**src/sv/anachk_pkg.sv**
```systemverilog
// ----------------------------------------------------------------------------
// Anagram checker package
// Item types and fixed codes shared by the anagram checker modules.
// ----------------------------------------------------------------------------
package anachk_pkg;

   localparam int SYM_W  = 8;           // symbol byte width
   localparam int KIND_W = 2;
   localparam int NZ_W   = SYM_W + 1;   // nonzero count spans 0 .. 2**SYM_W

   // Item kinds; the fourth code is ignored.
   localparam logic [KIND_W-1:0] KIND_FIRST  = 2'd0;
   localparam logic [KIND_W-1:0] KIND_SECOND = 2'd1;
   localparam logic [KIND_W-1:0] KIND_END    = 2'd2;

   typedef struct packed {
      logic [KIND_W-1:0] kind;
      logic [SYM_W-1:0]  symbol;
   } req_type;

   typedef struct packed {
      logic is_match;
      logic too_long;
   } rsp_type;

endpackage

```
**src/sv/anachk_count_ram.sv**
```systemverilog
// ----------------------------------------------------------------------------
// Anagram checker count store
// One entry per symbol, one write and one registered read port.
// ----------------------------------------------------------------------------
module anachk_count_ram #(
   parameter int DATA_W = 8
) (
   input  logic                          clock,
   input  logic                          wr_en,
   input  logic [anachk_pkg::SYM_W-1:0]  wr_addr,
   input  logic [DATA_W-1:0]             wr_data,
   input  logic                          rd_en,
   input  logic [anachk_pkg::SYM_W-1:0]  rd_addr,
   output logic [DATA_W-1:0]             rd_data
);
   import anachk_pkg::*;

   localparam int DEPTH = 1 << SYM_W;

   logic [DATA_W-1:0] mem [DEPTH];
   logic [DATA_W-1:0] rd_data_ff;

   always_ff @(posedge clock) begin
      if (wr_en) begin
         mem[wr_addr] <= wr_data;
      end
   end

   // Read returns the old contents when it hits the entry being written.
   always_ff @(posedge clock) begin
      if (rd_en) begin
         rd_data_ff <= mem[rd_addr];
      end
   end

   assign rd_data = rd_data_ff;

endmodule

```
**config.mk**
```make
export PLATFORM = sky130hd
export DESIGN_NAME = anachk_count_ram
export DESIGN_NICKNAME = d
export VERILOG_FILES = /design/src/sv/anachk_pkg.sv /design/src/sv/anachk_count_ram.sv
export SDC_FILE = /design/constraint.sdc
export NUM_CORES = 2
export LEC_CHECK = 0
export ABC_AREA = 1
export BUFFER_PORTS_ARGS = -buffer_cell sky130_fd_sc_hd__clkbuf_2
export CORE_MARGIN = 8
export CORE_UTILIZATION = 60
export DETAILED_ROUTE_END_ITERATION = 6
export HOLD_SLACK_MARGIN = 0.06
export PLACE_DENSITY_LB_ADDON = 0.08
export SYNTH_ARGS = -nofsm -noshare
export SYNTH_HDL_FRONTEND = slang
export SYNTH_SLANG_ARGS = --single-unit
```
**constraint.sdc**
```tcl
create_clock -name clock -period 2.4 [get_ports clock]
set_input_delay 0.24 -clock clock [delete_from_list [all_inputs] [get_ports clock]]
set_output_delay 0.24 -clock clock [all_outputs]
set_load 0.01 [all_outputs]
```
==> results.cfg <==
[outcome]
outcome = finished, violations left
failing_checks = DRC

[drt]
drt_iter0_markers = 7622
drcViolationCount = 1
vias = 57222
antenna_left = 0
detail_route.vias_per_cell = 6.136
wl_per_cell_um = 25.00
detail_route.first_pass.iterations = 7
finalWirelength_um = 233200

[global_routing]
grt_overflow = 0
first_global_vias = 54014
antenna_found_initial = 13
grt_usage = 0.3028
grt_max_degree = 89
grt_pass1_wl_um = 344100

[clocking]
clock_sinks = 2056
total_clock_buffers_created_by_cts = 200
clockBufferDepth = 3
clk_latency_ps = 810
cts.clk_slew.worst_paths_ps = 60
cts_tree = done
htree_num_levels = 4
cts_root_buf = sky130_fd_sc_hd__clkbuf_16

[sta]
timing_max_transition_violations_final = 0
totalNegativeSetupSlack_ps = 0
count_of_endpoints_failing_hold_in_the_final_timing_report = 0
clock_skew_ps = 17.85
hold-worst-slack_ps = 162.8
layout_min_cycle_time_ps = 2055
maxSlewHeadroom = 0.4318
rsz0062_at_grt = no
max_slew.worst_pin.slew_ps = 849.1
clock.fmax_mhz = 486.6
setup_viol = 0
fin_crit_sh = 0.8562

[synthesis]
post-synth-top-area-cell = sky130_fd_sc_hd__edfxtp_1
netlist_area_um2 = 83480
ys_types = 13
yosys_register_bits = 2056
synthDominantCellAreaShare = 0.7396
synth_seq_area_share = 0.7396
synth.top_cells.by_area = sky130_fd_sc_hd__edfxtp_1, sky130_fd_sc_hd__nand3_1, sky130_fd_sc_hd__nand2_1, sky130_fd_sc_hd__buf_2, sky130_fd_sc_hd__nor2_1
syn-num-nets = 7030
avgSynthCellArea_um2 = 11.92
yosysWarningCount = 0
synth_cells = 7003

[power]
clock_power_share = 0.401
seq_power_share = 0.531
vdd.ir_drop.worst_uv = 599.9
power.share.switching = 0.2238
power_per_cell_area_nw_per_um2 = 778.9
p_switching_w = 0.01670
power_total_w = 0.07463
portion_of_total_power_attributed_to_combinational_logic = 0.068
power.static_leakage_nw = 34.40
power_report.internal_total_w = 0.05793

[flow_run]
drv_cap = 0

[floorplanning]
starting_density_of_the_core = 0.6012
dieHeight_um = 389.0
io_pins = 35
design.core.area_um2 = 138800
fp-row-count = 137
floorplan.die_area_um2 = 151300
fp.dieW_um = 389.0

[final_layout]
multiInputGateArea_um2 = 19150
mostFrequentLayoutCell = sky130_fd_sc_hd__nand2_1
fillers = 9819
area_growth_pct = 14.79
most_frequent_cells_in_the_layout = sky130_fd_sc_hd__nand2_1, sky130_fd_sc_hd__edfxtp_1, sky130_fd_sc_hd__nand3_1
post_layout_util = 0.6901
num-nets-final = 7385
seq_area_um2 = 61740
drive_gt1_frac = 0.1207

[worst_setup_path]
worst-setup-path-type = reg -> reg
timing.critical_path.cells = nand2_1 > nand3_1 > nand3_1 > nand3_1 > nand3_1 > nand3_1 > nand3_1 > nand2_1 > nand2_1 > nand2_1
element_type_at_the_critical_path_end = flop
cp_slowest_cell = sky130_fd_sc_hd__edfxtp_1
number_of_buffers_and_inverters_on_the_critical_path = 0
critical_path.most_common_cell = sky130_fd_sc_hd__nand3_1
worst_ep_arrival_time_ps = 2620
cp.required_ps = 2960
worst_path_dominant_cell_family = simple AND/OR/NAND/NOR gates
longest_individual_stage_delay_on_the_worst_path_ps = 360
critPathMaxFanout = 2
timing.critical_path.from_type = flop

[min_path]
worst_hold_path_type = in -> reg

[placed_design]
place.port_buffers = 34
dp_hpwl_um = 143000
gp_congestion = 0.8858
registers in the layout, indices dropped and copies added, names as in the netlist:
name / flops
rd_data: 8
mem: 2048
power by group through the flow:
stage	sequential (W)	combinational (W)	clock (W)
final	0.0396	0.00505	0.0299
after global routing	0.0396	0.00539	0.0315
after CTS	0.0396	0.00498	0.0301
after detailed placement	0.0404	0.00494	0
after global placement	0.0404	0.00489	0
after floorplan	0.0404	0.00244	0
logic make-up after synthesis:
kind of cell,after synthesis,synth area share
DFF,2056,0.7396
buffers and inverters,522,0.03116
and+or+nand+nor,4425,0.2292
layout make-up:
| class | count | share of cell area |
|---|---|---|
| clock inverter | 116 | 0.009101 |
| sequential | 2056 | 0.6443 |
| multi-input combinational | 4425 | 0.1998 |
| timing repair buffer | 636 | 0.06594 |
| clock buffer | 244 | 0.05529 |
| tap | 1807 | 0.02360 |
| inverter | 39 | 0.001880 |
| antenna | 3 | 0.00007835 |
timing repair:
item,4_1_cts,5_1_grt
hold buffers,10,0
gates resized for setup,0,0
setup buffers,0,0
hold endpoints to repair,491,0
cell usage after synthesis:
cell,number
sky130_fd_sc_hd__edfxtp_1,2056
sky130_fd_sc_hd__inv_4,1
sky130_fd_sc_hd__nand2_1,2123
sky130_fd_sc_hd__inv_2,2
sky130_fd_sc_hd__inv_1,36
sky130_fd_sc_hd__clkbuf_1,112
sky130_fd_sc_hd__buf_8,1
sky130_fd_sc_hd__nand3_1,2019
sky130_fd_sc_hd__buf_6,16
sky130_fd_sc_hd__nor2_1,283
sky130_fd_sc_hd__buf_2,268
sky130_fd_sc_hd__buf_4,46
sky130_fd_sc_hd__buf_1,40
per-layer routing:
metal  wire length (um)  part of all wire  global-route usage  vias to the layer above
li1                   -                 -                   -                    25582
met1              91880              0.39              0.4402                    27829
met2             106500              0.46              0.4642                     3374
met3              26870              0.12             0.06064                      435
met4               7890             0.034              0.1003                        2
met5                 11          0.000047                   0                        -
worst min-delay path, cell delays in order:
cell                       delay (ps)
sky130_fd_sc_hd__clkbuf_2         120
sky130_fd_sc_hd__nor2_1            70
sky130_fd_sc_hd__nand2_1          100
sky130_fd_sc_hd__buf_12           170
sky130_fd_sc_hd__nor2_1            80
metrics by stage:
stage	cell area, um^2	worst slack (ps)	instances
floorplan	83480	668.5	7003
global placement	89540	-280.7	8953
detailed placement	89540	-300.2	8953
CTS	95810	453.5	9323
global route	95810	338.5	9323
finish	95820	345.1	9326
path summary, 6_finish.rpt:
check	startpoint	endpoint	slack, ps	cells after the start
worst min-delay path	wr_addr[7]	mem[124][6]	160	5
worst max-delay path	mem[121][4]	rd_data[4]	350	10
worst min register to register	mem[229][6]	rd_data[6]	1090	10
worst max register to register	mem[121][4]	rd_data[4]	350	10
(Power assumes the default switching activity.)
